File: src/rtl/inline_raw_html_recognizer_macros.svh
// Assertion macros shared by the inline raw HTML recogniser RTL.
// Each macro expects clk and rst (synchronous, active high) in scope.
`ifndef INLINE_RAW_HTML_RECOGNIZER_MACROS_SVH
`define INLINE_RAW_HTML_RECOGNIZER_MACROS_SVH

// Invariant checked at every clock edge outside reset.
`define IRH_ASSERT(label, expr, msg) \
  label: assert property (@(posedge clk) disable iff (rst) (expr)) else $error(msg);

// Same-cycle implication.
`define IRH_ASSERT_IMPL(label, ante, cons, msg) \
  label: assert property (@(posedge clk) disable iff (rst) (ante) |-> (cons)) else $error(msg);

// Next-cycle implication.
`define IRH_ASSERT_NEXT(label, ante, cons, msg) \
  label: assert property (@(posedge clk) disable iff (rst) (ante) |=> (cons)) else $error(msg);

`endif

File: src/rtl/irh_pkg.sv
// Shared types and constants for the inline raw HTML recogniser.
// No dependencies; imported by every module of the block.
package irh_pkg;

  // Characters the classifier and parser look for.
  localparam logic [7:0] CH_NUL    = 8'h00;
  localparam logic [7:0] CH_TAB    = 8'h09;
  localparam logic [7:0] CH_LF     = 8'h0A;
  localparam logic [7:0] CH_CR     = 8'h0D;
  localparam logic [7:0] CH_SPACE  = 8'h20;
  localparam logic [7:0] CH_BANG   = 8'h21;
  localparam logic [7:0] CH_DQUOTE = 8'h22;
  localparam logic [7:0] CH_SQUOTE = 8'h27;
  localparam logic [7:0] CH_DASH   = 8'h2D;
  localparam logic [7:0] CH_DOT    = 8'h2E;
  localparam logic [7:0] CH_SLASH  = 8'h2F;
  localparam logic [7:0] CH_COLON  = 8'h3A;
  localparam logic [7:0] CH_LT     = 8'h3C;
  localparam logic [7:0] CH_EQ     = 8'h3D;
  localparam logic [7:0] CH_GT     = 8'h3E;
  localparam logic [7:0] CH_QMARK  = 8'h3F;
  localparam logic [7:0] CH_LBRACK = 8'h5B;
  localparam logic [7:0] CH_RBRACK = 8'h5D;
  localparam logic [7:0] CH_UNDER  = 8'h5F;
  localparam logic [7:0] CH_BTICK  = 8'h60;

  // Result status codes.
  localparam logic [1:0] STATUS_MATCH    = 2'd0;
  localparam logic [1:0] STATUS_NO_MATCH = 2'd1;
  localparam logic [1:0] STATUS_TOO_LONG = 2'd2;

  // Result kind codes.
  localparam logic [2:0] KIND_COMMENT = 3'd0;
  localparam logic [2:0] KIND_PI      = 3'd1;
  localparam logic [2:0] KIND_CDATA   = 3'd2;
  localparam logic [2:0] KIND_DECL    = 3'd3;
  localparam logic [2:0] KIND_OPEN    = 3'd4;
  localparam logic [2:0] KIND_CLOSE   = 3'd5;

  // Queue between front and back; depth must be a power of two.
  localparam int QUEUE_DEPTH = 2;
  localparam int QPTR_W      = 1;

  typedef struct packed {
    logic is_zero;
    logic letter;
    logic digit;
    logic ws;
    logic tag_char;
    logic aname_start;
    logic aname_char;
    logic unq_char;
  } class_t;

  typedef struct packed {
    logic [7:0] ch;
    logic       first;
    logic       last;
    class_t     cls;
  } item_t;

  typedef struct packed {
    logic [1:0]  status;
    logic [2:0]  kind;
    logic [11:0] match_length;
  } result_t;

  // Expected byte of the "<![CDATA[" opener at a given position.
  function automatic logic [7:0] cdata_char(input logic [3:0] idx);
    logic [7:0] c;
    case (idx)
      4'd0:    c = CH_LT;
      4'd1:    c = CH_BANG;
      4'd2:    c = CH_LBRACK;
      4'd3:    c = 8'h43;  // C
      4'd4:    c = 8'h44;  // D
      4'd5:    c = 8'h41;  // A
      4'd6:    c = 8'h54;  // T
      4'd7:    c = 8'h41;  // A
      4'd8:    c = CH_LBRACK;
      default: c = CH_NUL;
    endcase
    return c;
  endfunction

endpackage

File: src/rtl/irh_front.sv
// Front end: unpacks an incoming word and tags the byte with its character classes.
// Depends on irh_pkg.
module irh_front (
  input  logic           [7:0] ch,
  input  logic                 first,
  input  logic                 last,
  output irh_pkg::item_t       item
);
  import irh_pkg::*;

  logic letter;
  logic digit;
  logic ws;

  always_comb begin
    letter = (ch >= 8'h61 && ch <= 8'h7A) || (ch >= 8'h41 && ch <= 8'h5A);
    digit  = (ch >= 8'h30 && ch <= 8'h39);
    ws     = (ch == CH_SPACE) || (ch == CH_TAB) || (ch == CH_LF) || (ch == CH_CR);

    item.ch    = ch;
    item.first = first;
    item.last  = last;

    item.cls.is_zero     = (ch == CH_NUL);
    item.cls.letter      = letter;
    item.cls.digit       = digit;
    item.cls.ws          = ws;
    item.cls.tag_char    = letter || digit || (ch == CH_DASH);
    item.cls.aname_start = letter || (ch == CH_UNDER) || (ch == CH_COLON);
    item.cls.aname_char  = letter || digit || (ch == CH_UNDER) || (ch == CH_DOT) ||
                           (ch == CH_COLON) || (ch == CH_DASH);
    item.cls.unq_char    = (ch != CH_NUL) && !ws && (ch != CH_DQUOTE) &&
                           (ch != CH_SQUOTE) && (ch != CH_EQ) && (ch != CH_LT) &&
                           (ch != CH_GT) && (ch != CH_BTICK);
  end

endmodule

File: src/rtl/irh_queue.sv
// Short queue of classified bytes between front and back ends.
// Depends on irh_pkg and the assertion macro header.
`include "inline_raw_html_recognizer_macros.svh"

module irh_queue (
  input  logic           clk,
  input  logic           rst,
  input  logic           in_valid,
  output logic           in_ready,
  input  irh_pkg::item_t in_item,
  output logic           out_valid,
  input  logic           out_pop,
  output irh_pkg::item_t out_item
);
  import irh_pkg::*;

  item_t             slots [QUEUE_DEPTH];
  logic [QPTR_W-1:0] wr_ptr;
  logic [QPTR_W-1:0] rd_ptr;
  logic [QPTR_W:0]   count;
  logic              push;
  logic              pop;

  assign in_ready  = !rst && (count != (QPTR_W+1)'(QUEUE_DEPTH));
  assign out_valid = (count != '0);
  assign push      = in_valid && in_ready;
  assign pop       = out_pop && out_valid;
  assign out_item  = slots[rd_ptr];

  always_ff @(posedge clk) begin
    if (push) begin
      slots[wr_ptr] <= in_item;
    end
  end

  always_ff @(posedge clk) begin
    if (rst) begin
      wr_ptr <= '0;
      rd_ptr <= '0;
      count  <= '0;
    end else begin
      if (push) begin
        wr_ptr <= wr_ptr + 1'b1;
      end
      if (pop) begin
        rd_ptr <= rd_ptr + 1'b1;
      end
      count <= count + (QPTR_W+1)'(push) - (QPTR_W+1)'(pop);
    end
  end

  `IRH_ASSERT(a_count_bound, count <= (QPTR_W+1)'(QUEUE_DEPTH), "queue count beyond depth")
  `IRH_ASSERT_IMPL(a_pop_nonempty, out_pop, out_valid, "pop requested from empty queue")
  `IRH_ASSERT_NEXT(a_fill, push && !pop, count == $past(count) + 1'b1, "queue fill lost")

endmodule

File: src/rtl/irh_back.sv
// Back end: per-byte recogniser state machine and the result register.
// Depends on irh_pkg and the assertion macro header.
`include "inline_raw_html_recognizer_macros.svh"

module irh_back #(
  parameter int MAX_LENGTH = 4095
) (
  input  logic             clk,
  input  logic             rst,
  input  logic             q_valid,
  output logic             q_pop,
  input  irh_pkg::item_t   item,
  output logic             out_valid,
  input  logic             out_ready,
  output irh_pkg::result_t result
);
  import irh_pkg::*;

  localparam int CNT_W = $clog2(MAX_LENGTH + 1);
  localparam int LEN_W = (CNT_W > 12) ? CNT_W : 12;

  localparam logic [4:0] PH_IDLE        = 5'd0;
  localparam logic [4:0] PH_START       = 5'd1;
  localparam logic [4:0] PH_LT          = 5'd2;
  localparam logic [4:0] PH_BANG        = 5'd3;
  localparam logic [4:0] PH_CMT_OPEN    = 5'd4;
  localparam logic [4:0] PH_CMT0        = 5'd5;
  localparam logic [4:0] PH_CMT1        = 5'd6;
  localparam logic [4:0] PH_CMT2        = 5'd7;
  localparam logic [4:0] PH_PI0         = 5'd8;
  localparam logic [4:0] PH_PI1         = 5'd9;
  localparam logic [4:0] PH_CDO         = 5'd10;
  localparam logic [4:0] PH_CD0         = 5'd11;
  localparam logic [4:0] PH_CD1         = 5'd12;
  localparam logic [4:0] PH_CD2         = 5'd13;
  localparam logic [4:0] PH_DECL        = 5'd14;
  localparam logic [4:0] PH_CLOSE_START = 5'd15;
  localparam logic [4:0] PH_CLOSE_NAME  = 5'd16;
  localparam logic [4:0] PH_CLOSE_WS    = 5'd17;
  localparam logic [4:0] PH_TAGNAME     = 5'd18;
  localparam logic [4:0] PH_ATOP        = 5'd19;
  localparam logic [4:0] PH_SLASH       = 5'd20;
  localparam logic [4:0] PH_ANAME       = 5'd21;
  localparam logic [4:0] PH_AFTER_NAME  = 5'd22;
  localparam logic [4:0] PH_AEQ         = 5'd23;
  localparam logic [4:0] PH_DQ          = 5'd24;
  localparam logic [4:0] PH_SQ          = 5'd25;
  localparam logic [4:0] PH_UNQ         = 5'd26;

  localparam logic [1:0] RES_MORE  = 2'd0;
  localparam logic [1:0] RES_FAIL  = 2'd1;
  localparam logic [1:0] RES_MATCH = 2'd2;

  logic [4:0]       phase;
  logic [CNT_W-1:0] byte_count;
  logic             need_separator;
  logic             saw_separator;

  logic [4:0]       phase_next;
  logic [CNT_W-1:0] byte_count_next;
  logic             need_separator_next;
  logic             saw_separator_next;

  logic             emit;
  result_t          res_next;
  logic [1:0]       res;
  logic [2:0]       kind_v;
  logic             run_top;
  logic [CNT_W-1:0] cnt_inc;
  logic [LEN_W-1:0] len_ext;
  logic [7:0]       c;
  class_t           cl;

  assign q_pop = q_valid && (!out_valid || out_ready);
  assign c     = item.ch;
  assign cl    = item.cls;

  always_comb begin
    phase_next          = phase;
    byte_count_next     = byte_count;
    need_separator_next = need_separator;
    saw_separator_next  = saw_separator;
    emit                = 1'b0;
    res_next.status     = STATUS_NO_MATCH;
    res_next.kind       = KIND_COMMENT;
    res_next.match_length = '0;
    res                 = RES_MORE;
    kind_v              = KIND_COMMENT;
    run_top             = 1'b0;

    if (item.first) begin
      phase_next          = PH_START;
      byte_count_next     = '0;
      need_separator_next = 1'b0;
      saw_separator_next  = 1'b0;
    end

    cnt_inc = byte_count_next + 1'b1;
    len_ext = LEN_W'(cnt_inc);

    if (phase_next != PH_IDLE) begin
      if (cl.is_zero) begin
        emit = 1'b1;
      end else if (byte_count_next >= CNT_W'(MAX_LENGTH)) begin
        emit            = 1'b1;
        res_next.status = STATUS_TOO_LONG;
      end else begin
        unique case (phase_next)
          PH_START: begin
            if (c == CH_LT) phase_next = PH_LT;
            else res = RES_FAIL;
          end
          PH_LT: begin
            if (c == CH_BANG) phase_next = PH_BANG;
            else if (c == CH_QMARK) phase_next = PH_PI0;
            else if (c == CH_SLASH) phase_next = PH_CLOSE_START;
            else if (cl.letter) phase_next = PH_TAGNAME;
            else res = RES_FAIL;
          end
          PH_BANG: begin
            if (c == CH_DASH) phase_next = PH_CMT_OPEN;
            else if (c == CH_LBRACK) phase_next = PH_CDO;
            else if (cl.letter) phase_next = PH_DECL;
            else res = RES_FAIL;
          end
          PH_CMT_OPEN: begin
            if (c == CH_DASH) phase_next = PH_CMT0;
            else res = RES_FAIL;
          end
          PH_CMT0, PH_CMT1, PH_CMT2: begin
            if (c == CH_GT && phase_next == PH_CMT2) begin
              res    = RES_MATCH;
              kind_v = KIND_COMMENT;
            end else if (c == CH_DASH) begin
              phase_next = (phase_next == PH_CMT0) ? PH_CMT1 : PH_CMT2;
            end else begin
              phase_next = PH_CMT0;
            end
          end
          PH_PI0, PH_PI1: begin
            if (c == CH_GT && phase_next == PH_PI1) begin
              res    = RES_MATCH;
              kind_v = KIND_PI;
            end else begin
              phase_next = (c == CH_QMARK) ? PH_PI1 : PH_PI0;
            end
          end
          PH_CDO: begin
            if (byte_count_next >= CNT_W'(9) || c != cdata_char(byte_count_next[3:0])) begin
              res = RES_FAIL;
            end else if (byte_count_next == CNT_W'(8)) begin
              phase_next = PH_CD0;
            end
          end
          PH_CD0, PH_CD1, PH_CD2: begin
            if (c == CH_GT && phase_next == PH_CD2) begin
              res    = RES_MATCH;
              kind_v = KIND_CDATA;
            end else if (c == CH_RBRACK) begin
              phase_next = (phase_next == PH_CD0) ? PH_CD1 : PH_CD2;
            end else begin
              phase_next = PH_CD0;
            end
          end
          PH_DECL: begin
            if (c == CH_GT) begin
              res    = RES_MATCH;
              kind_v = KIND_DECL;
            end
          end
          PH_CLOSE_START: begin
            if (cl.letter) phase_next = PH_CLOSE_NAME;
            else res = RES_FAIL;
          end
          PH_CLOSE_NAME, PH_CLOSE_WS: begin
            if (cl.tag_char && phase_next == PH_CLOSE_NAME) begin
              res = RES_MORE;
            end else if (cl.ws) begin
              phase_next = PH_CLOSE_WS;
            end else if (c == CH_GT) begin
              res    = RES_MATCH;
              kind_v = KIND_CLOSE;
            end else begin
              res = RES_FAIL;
            end
          end
          PH_TAGNAME: begin
            if (!cl.tag_char) begin
              need_separator_next = 1'b0;
              saw_separator_next  = 1'b0;
              run_top             = 1'b1;
            end
          end
          PH_ATOP: begin
            run_top = 1'b1;
          end
          PH_SLASH: begin
            if (c == CH_GT) begin
              res    = RES_MATCH;
              kind_v = KIND_OPEN;
            end else begin
              res = RES_FAIL;
            end
          end
          PH_ANAME: begin
            if (cl.aname_char) begin
              res = RES_MORE;
            end else if (cl.ws) begin
              phase_next = PH_AFTER_NAME;
            end else if (c == CH_EQ) begin
              phase_next = PH_AEQ;
            end else begin
              need_separator_next = 1'b1;
              saw_separator_next  = 1'b0;
              run_top             = 1'b1;
            end
          end
          PH_AFTER_NAME: begin
            if (cl.ws) begin
              res = RES_MORE;
            end else if (c == CH_EQ) begin
              phase_next = PH_AEQ;
            end else begin
              // whitespace already seen after the bare name counts as separation
              need_separator_next = 1'b1;
              saw_separator_next  = 1'b1;
              run_top             = 1'b1;
            end
          end
          PH_AEQ: begin
            if (cl.ws) res = RES_MORE;
            else if (c == CH_DQUOTE) phase_next = PH_DQ;
            else if (c == CH_SQUOTE) phase_next = PH_SQ;
            else if (cl.unq_char) phase_next = PH_UNQ;
            else res = RES_FAIL;
          end
          PH_DQ, PH_SQ: begin
            if ((phase_next == PH_DQ && c == CH_DQUOTE) ||
                (phase_next == PH_SQ && c == CH_SQUOTE)) begin
              need_separator_next = 1'b1;
              saw_separator_next  = 1'b0;
              phase_next          = PH_ATOP;
            end
          end
          PH_UNQ: begin
            if (!cl.unq_char) begin
              need_separator_next = 1'b1;
              saw_separator_next  = 1'b0;
              run_top             = 1'b1;
            end
          end
          default: begin
            res = RES_FAIL;
          end
        endcase

        // top of the attribute loop
        if (run_top) begin
          phase_next = PH_ATOP;
          if (cl.ws) begin
            saw_separator_next = 1'b1;
          end else if (c == CH_GT) begin
            res    = RES_MATCH;
            kind_v = KIND_OPEN;
          end else if (c == CH_SLASH) begin
            phase_next = PH_SLASH;
          end else if (need_separator_next && !saw_separator_next) begin
            res = RES_FAIL;
          end else if (cl.aname_start) begin
            phase_next = PH_ANAME;
          end else begin
            res = RES_FAIL;
          end
        end

        byte_count_next = cnt_inc;
        if (res == RES_MATCH) begin
          emit                  = 1'b1;
          res_next.status       = STATUS_MATCH;
          res_next.kind         = kind_v;
          res_next.match_length = len_ext[11:0];
        end else if (res == RES_FAIL || item.last) begin
          emit = 1'b1;
        end
      end
    end

    if (emit) begin
      phase_next          = PH_IDLE;
      need_separator_next = 1'b0;
      saw_separator_next  = 1'b0;
    end
  end

  always_ff @(posedge clk) begin
    if (rst) begin
      phase          <= PH_IDLE;
      byte_count     <= '0;
      need_separator <= 1'b0;
      saw_separator  <= 1'b0;
      out_valid      <= 1'b0;
    end else begin
      if (q_pop) begin
        phase          <= phase_next;
        byte_count     <= byte_count_next;
        need_separator <= need_separator_next;
        saw_separator  <= saw_separator_next;
      end
      if (q_pop && emit) begin
        out_valid <= 1'b1;
      end else if (out_ready) begin
        out_valid <= 1'b0;
      end
    end
  end

  always_ff @(posedge clk) begin
    if (q_pop && emit) begin
      result <= res_next;
    end
  end

  `IRH_ASSERT_IMPL(a_no_overwrite, out_valid && !out_ready, !q_pop,
                   "result register overwritten while held")
  `IRH_ASSERT_IMPL(a_fail_fields, out_valid && result.status != STATUS_MATCH,
                   result.kind == KIND_COMMENT && result.match_length == 12'd0,
                   "unmatched result carries kind or length")
  `IRH_ASSERT_NEXT(a_emit_idle, q_pop && emit, phase == PH_IDLE && !need_separator,
                   "parser not idle after a decision")

endmodule

File: src/rtl/inline_raw_html_recognizer.sv
// Top level of the inline raw HTML recogniser: stream ports, front end, queue, back end.
// Depends on irh_pkg, irh_front, irh_queue and irh_back.
//
// Feed text one byte per word on the slave side, the first byte of an attempt flagged
// in s_tuser and the last byte of the text flagged in s_tlast. The block tells comments,
// processing instructions, CDATA, declarations, closing tags and open tags apart and
// returns one result word per attempt as soon as the answer is known: status
// (0 matched, 1 no match, 2 longer than MAX_LENGTH), kind, and the matched length
// counted from '<' through the terminator (modulo 4096). Bytes that arrive with no
// attempt in progress are dropped without a result; a new first byte abandons an
// attempt silently. Throughput is one byte per cycle while the result register is free
// or being taken: the back-end state machine takes one parse step per byte. An accepted
// byte is written into the two-word queue and is parsed on its way from there into the
// result register. The input stalls only while the result register holds a word that
// the master side has not taken and the queue has filled behind it; it is also held
// off during reset.
module inline_raw_html_recognizer #(
  parameter int MAX_LENGTH = 4095
) (
  input  logic        clk,
  input  logic        rst,
  // slave side: text bytes
  input  logic        s_tvalid,
  output logic        s_tready,
  input  logic [7:0]  s_tdata,   // [7:0] ch
  input  logic        s_tuser,   // [0] begin_req
  input  logic        s_tlast,   // end_of_text
  // master side: results
  output logic        m_tvalid,
  input  logic        m_tready,
  output logic [15:0] m_tdata,   // [1:0] status, [13:2] match_length, [15:14] zero
  output logic [2:0]  m_tuser    // [2:0] kind
);
  import irh_pkg::*;

  item_t   front_item;
  item_t   q_item;
  logic    q_valid;
  logic    q_pop;
  result_t result;

  // Classify the byte as it is accepted.
  irh_front u_front (
    .ch    (s_tdata),
    .first (s_tuser),
    .last  (s_tlast),
    .item  (front_item)
  );

  // Decouple acceptance from parsing so a stalled result does not stop the input at once.
  irh_queue u_queue (
    .clk       (clk),
    .rst       (rst),
    .in_valid  (s_tvalid),
    .in_ready  (s_tready),
    .in_item   (front_item),
    .out_valid (q_valid),
    .out_pop   (q_pop),
    .out_item  (q_item)
  );

  // Parse one byte per cycle unless a result is stalled; hold it for the master side.
  irh_back #(
    .MAX_LENGTH (MAX_LENGTH)
  ) u_back (
    .clk       (clk),
    .rst       (rst),
    .q_valid   (q_valid),
    .q_pop     (q_pop),
    .item      (q_item),
    .out_valid (m_tvalid),
    .out_ready (m_tready),
    .result    (result)
  );

  // Pack the result word: status lowest, length above, pad to two bytes.
  assign m_tdata = {2'b00, result.match_length, result.status};
  assign m_tuser = result.kind;

endmodule

File: config.mk
export PLATFORM = sky130hd
export DESIGN_NAME = inline_raw_html_recognizer
export DESIGN_NICKNAME = d
export VERILOG_FILES = /design/src/rtl/irh_pkg.sv /design/src/rtl/irh_front.sv /design/src/rtl/irh_queue.sv /design/src/rtl/irh_back.sv /design/src/rtl/inline_raw_html_recognizer.sv
export VERILOG_INCLUDE_DIRS = /design/src /design/src/rtl
export SDC_FILE = /design/constraint.sdc
export NUM_CORES = 1
export LEC_CHECK = 0
export ABC_CLOCK_PERIOD_IN_PS = 4030
export BUFFER_PORTS_ARGS = -buffer_cell sky130_fd_sc_hd__buf_4
export CORE_UTILIZATION = 50
export DETAILED_ROUTE_END_ITERATION = 16
export PLACE_DENSITY = 0.68
export REMOVE_ABC_BUFFERS = 1
export SLEW_MARGIN = 0
export SYNTH_ARGS = -nofsm -noshare
export SYNTH_HDL_FRONTEND = slang
export SYNTH_SLANG_ARGS = --single-unit
File: constraint.sdc
create_clock -name clk -period 4.03 [get_ports clk]
set_input_delay 0.6045 -clock clk [delete_from_list [all_inputs] [get_ports clk]]
set_output_delay 0.6045 -clock clk [all_outputs]
set_load 0.005 [all_outputs]
==> key figures <==
Drt
  – WL final: between 15,000 and 20,000 µm
  – Drt initial violations: 454
  – Per-cell routed wire length: 20.9 µm
  – Post-DR vias/cell: roughly 6.5
  – # DRC: 0
  – Antenna viol nets, final: 0
  – Vias post-DR: between 5,000 and 6,000
  – Drt pass-1 iters: 5

Timing
  – Final Hold Viols: 0
  – RSZ-0062 raised after global routing: no
  – Tmin final: 3.43 ns
  – Final Max Slew Viols: 0
  – Final Cycle Share: 0.851
  – Peak Freq: slightly below 300 MHz
  – Clock Skew: 0.0128 ns
  – Tightest Pin Transition: approximately 0.8 ns
  – # setup viols final: 0
  – Hold WS: around 0.45 ns
  – Max-slew headroom: 0.474
  – Sum Neg Setup Slack: 0 ns

Layout
  – Reg area: 0.00203 mm²
  – Number of fill cells in the layout: 940
  – Layout cell share with drive strength beyond 1: 0.144
  – Layout Cells excl Fill: between 800 and 900
  – Antenna Diode Count: 0
  – Area grow syn2layout: 11.8%
  – Final nets: 676
  – Multi-input logic area: 0.00319 mm²

GRT
  – Largest net degree at the start of global routing: 25
  – First-pass GRT wire length: around 26,000 µm
  – Remaining Overflow, GRT: 0
  – Initial antenna violation count: 0
  – Vias in the first global route: 4,868
  – GRT Total Usage: 0.300

Status
  – Status: finished clean

Floorplan
  – Die W: 106 µm
  – Initial Util: 0.522
  – Cell Rows: 37
  – Core area: ~0.010 mm²
  – Full die area: 0.0113 mm²
  – IO Count: 35
  – Height of the die: 106 µm

CTS
  – Total CTS buffers: 9
  – Post_cts resized: 0
  – Sink Count: 76
  – Maximum clock path buffer count: 2
  – Clock Latency Late Sink: 0.35 ns
  – Post-CTS Setup Repair Bufs: 0
  – Worst-path clk slew: 0.08 ns
  – CTS H-tree depth: 3
  – Clk root buf: clkbuf_8
  – CTS tree: built
  – Post-CTS Hold Buffers: 0

Synthesis
  – Sequential element share of the synthesized area: 0.372
  – Top cells by count, synth: 66 x nor2_1, 56 x nand2_1, 51 x edfxtp_1, 31 x a21oi_1, 31 x clkbuf_1
  – Number of flops mapped to enable cells by yosys: 51
  – Top cells by area, synth: edfxtp_1 28%, dfxtp_1 9.2%, nor2_1 4.5%, nand2_1 3.9%, a21oi_1 2.8%
  – Post-Syn Instances: 633
  – Ys flop type: edfxtp_1
  – Yosys reg bits: 76
  – Asr flop ratio synth: 0
  – Mean post-synth cell area: approximately 8.6 µm²
  – Synth area leader: edfxtp_1
  – Distinct cells, synth: 77
  – Mapped cell area: 0.00546 mm²
  – Synth warnings: 0
  – Most common cell in the netlist: nor2_1
  – Top cell type's share of synthesized area: 0.281

Critical path
  – Slowest CP cell: dfxtp_1
  – CP Class: flop to flop
  – Endpoint class of the critical path: flop
  – Max incr delay on CP: roughly 0.65 ns
  – CP Cell Sequence: or3b_1 > a222oi_1 > buf_4 > a2111oi_2 > buf_4 > nor2_1 > o211ai_1 > nor4bb_1 > o311ai_0 > o311a_1
  – Crit path max-delay family: simple AND/OR/NAND/NOR gates
  – Worst-path maximum fanout: 15
  – Crit path DAT: 3.66 ns
  – CP dominant cell by count: buf_4
  – CP Buf/Inv Count: 2
  – CP Launch Type: flop
  – Required @ worst endpoint: about 4.3 ns

Placement
  – Dpl hpwl: 12,600 µm
  – Placed cells: roughly 790
  – I/O Buffers: 32
  – GP Congestion: a little over 1

Run
  – Max-cap violations: 0

Pwr
  – Worst IR Drop VDD: 332 µV
  – Power density over cell area: 435 mW/mm²
  – Leakage: 2.08 nW

Hold path
  – Hold_sp: s_tlast
  – Min-Delay Path Class: primary input to flop
## worst reg2reg max path: stages (launching register included)
cell	delay, ns
dfxtp_1	0.65
or3b_1	0.48
a222oi_1	0.39
buf_4	0.21
a2111oi_2	0.09
buf_4	0.19
nor2_1	0.40
o211ai_1	0.21
nor4bb_1	0.33
o311ai_0	0.21
o311a_1	0.16
## flip-flops by register name (all words and copies together) (netlist names), named ones only
name / cells
u_queue.count: 2
u_back.saw_separator: 1
u_back.byte_count: 12
u_queue.rd_ptr: 1
u_queue.wr_ptr: 1
u_back.phase: 5
u_back.out_valid: 1
u_back.result: 17
u_back.need_separator: 1
u_queue.slots: 34
## placed cells by master, fill, tap and decap left out, types with 11 or more instances in the layout
| cell | n |
|---|---|
| a21oi_1 | 30 |
| buf_4 | 58 |
| dfxtp_1 | 25 |
| edfxtp_1 | 51 |
| inv_1 | 19 |
| nand2_1 | 56 |
| nand2b_1 | 17 |
| nand3_1 | 25 |
| nor2_1 | 66 |
| nor2b_1 | 19 |
| nor3_1 | 18 |
| o211ai_1 | 11 |
| o21ai_0 | 30 |
| xnor2_1 | 14 |
## per-layer routing
layer | wire length [µm] | global-route usage | up-vias
met1 | 7230 | 0.404 | 2491
met4 | 352 | 0.0861 | 0
li1 | - | - | 2444
met3 | 1180 | 0.0509 | 36
met5 | 0 | 0 | -
met2 | 7970 | 0.495 | 252
## area by class of cell
type	instances	share of cell area
Sequential cell	76	0.333
Clock buffer	13	0.0297
Inverter	19	0.0117
Tap cell	136	0.0279
Multi-Input combinational cell	496	0.523
Timing Repair Buffer	58	0.0714
Clock inverter	3	0.00308
## per-stage QoR
| stage | total power [mW] | util | setup WS [ns] | area (µm²) |
|---|---|---|---|---|
| 6_report | 2.65 | 0.583 | 0.599 | 6100 |
| 5_1_grt | 2.78 | 0.583 | 0.398 | 6100 |
| 4_1_cts | 2.64 | 0.583 | 0.635 | 6100 |
| 3_5_place_dp | 2.06 | 0.564 | 0.672 | 5900 |
| 3_3_place_gp | 2.06 | 0.564 | 0.675 | 5900 |
| 2_1_floorplan | 1.66 | - | -1.17 | 5290 |
## cell families (layout without fill, tap and decap cells)
group                      Yosys count  in the layout  share of synthesized area
buffers and inverters               62             93                     0.0452
other                                1              2                   0.000687
adders and majority gates            2              2                    0.00458
and+or+nand+nor                    275            275                      0.269
xor gates and xnor gates            20             20                     0.0321
DFF                                 76             76                      0.372
muxes                               22             22                     0.0472
AOI/OAI and AO/OA                  175            175                      0.229
## where the power goes
part           leakage, nW  internal [mW]  switching (mW)
Sequential           0.671          0.940          0.0834
Combinational         1.31          0.402           0.648
Clock                0.104          0.299           0.281
Total                 2.08           1.64            1.01
## final timing paths
check                                                          end  slack (ns)  cells after the start
worst max-delay path                  u_back.phase[0]$_SDFFE_PP0P_        0.60                     10
worst max register to register        u_back.phase[0]$_SDFFE_PP0P_        0.60                     10
worst min register to register  u_back.byte_count[11]$_SDFFE_PP0P_        0.52                      2
worst min-delay path                 u_queue.slots[1][8]$_DFFE_PP_        0.45                      1
Note: power is estimated with default switching activity, not from simulation.
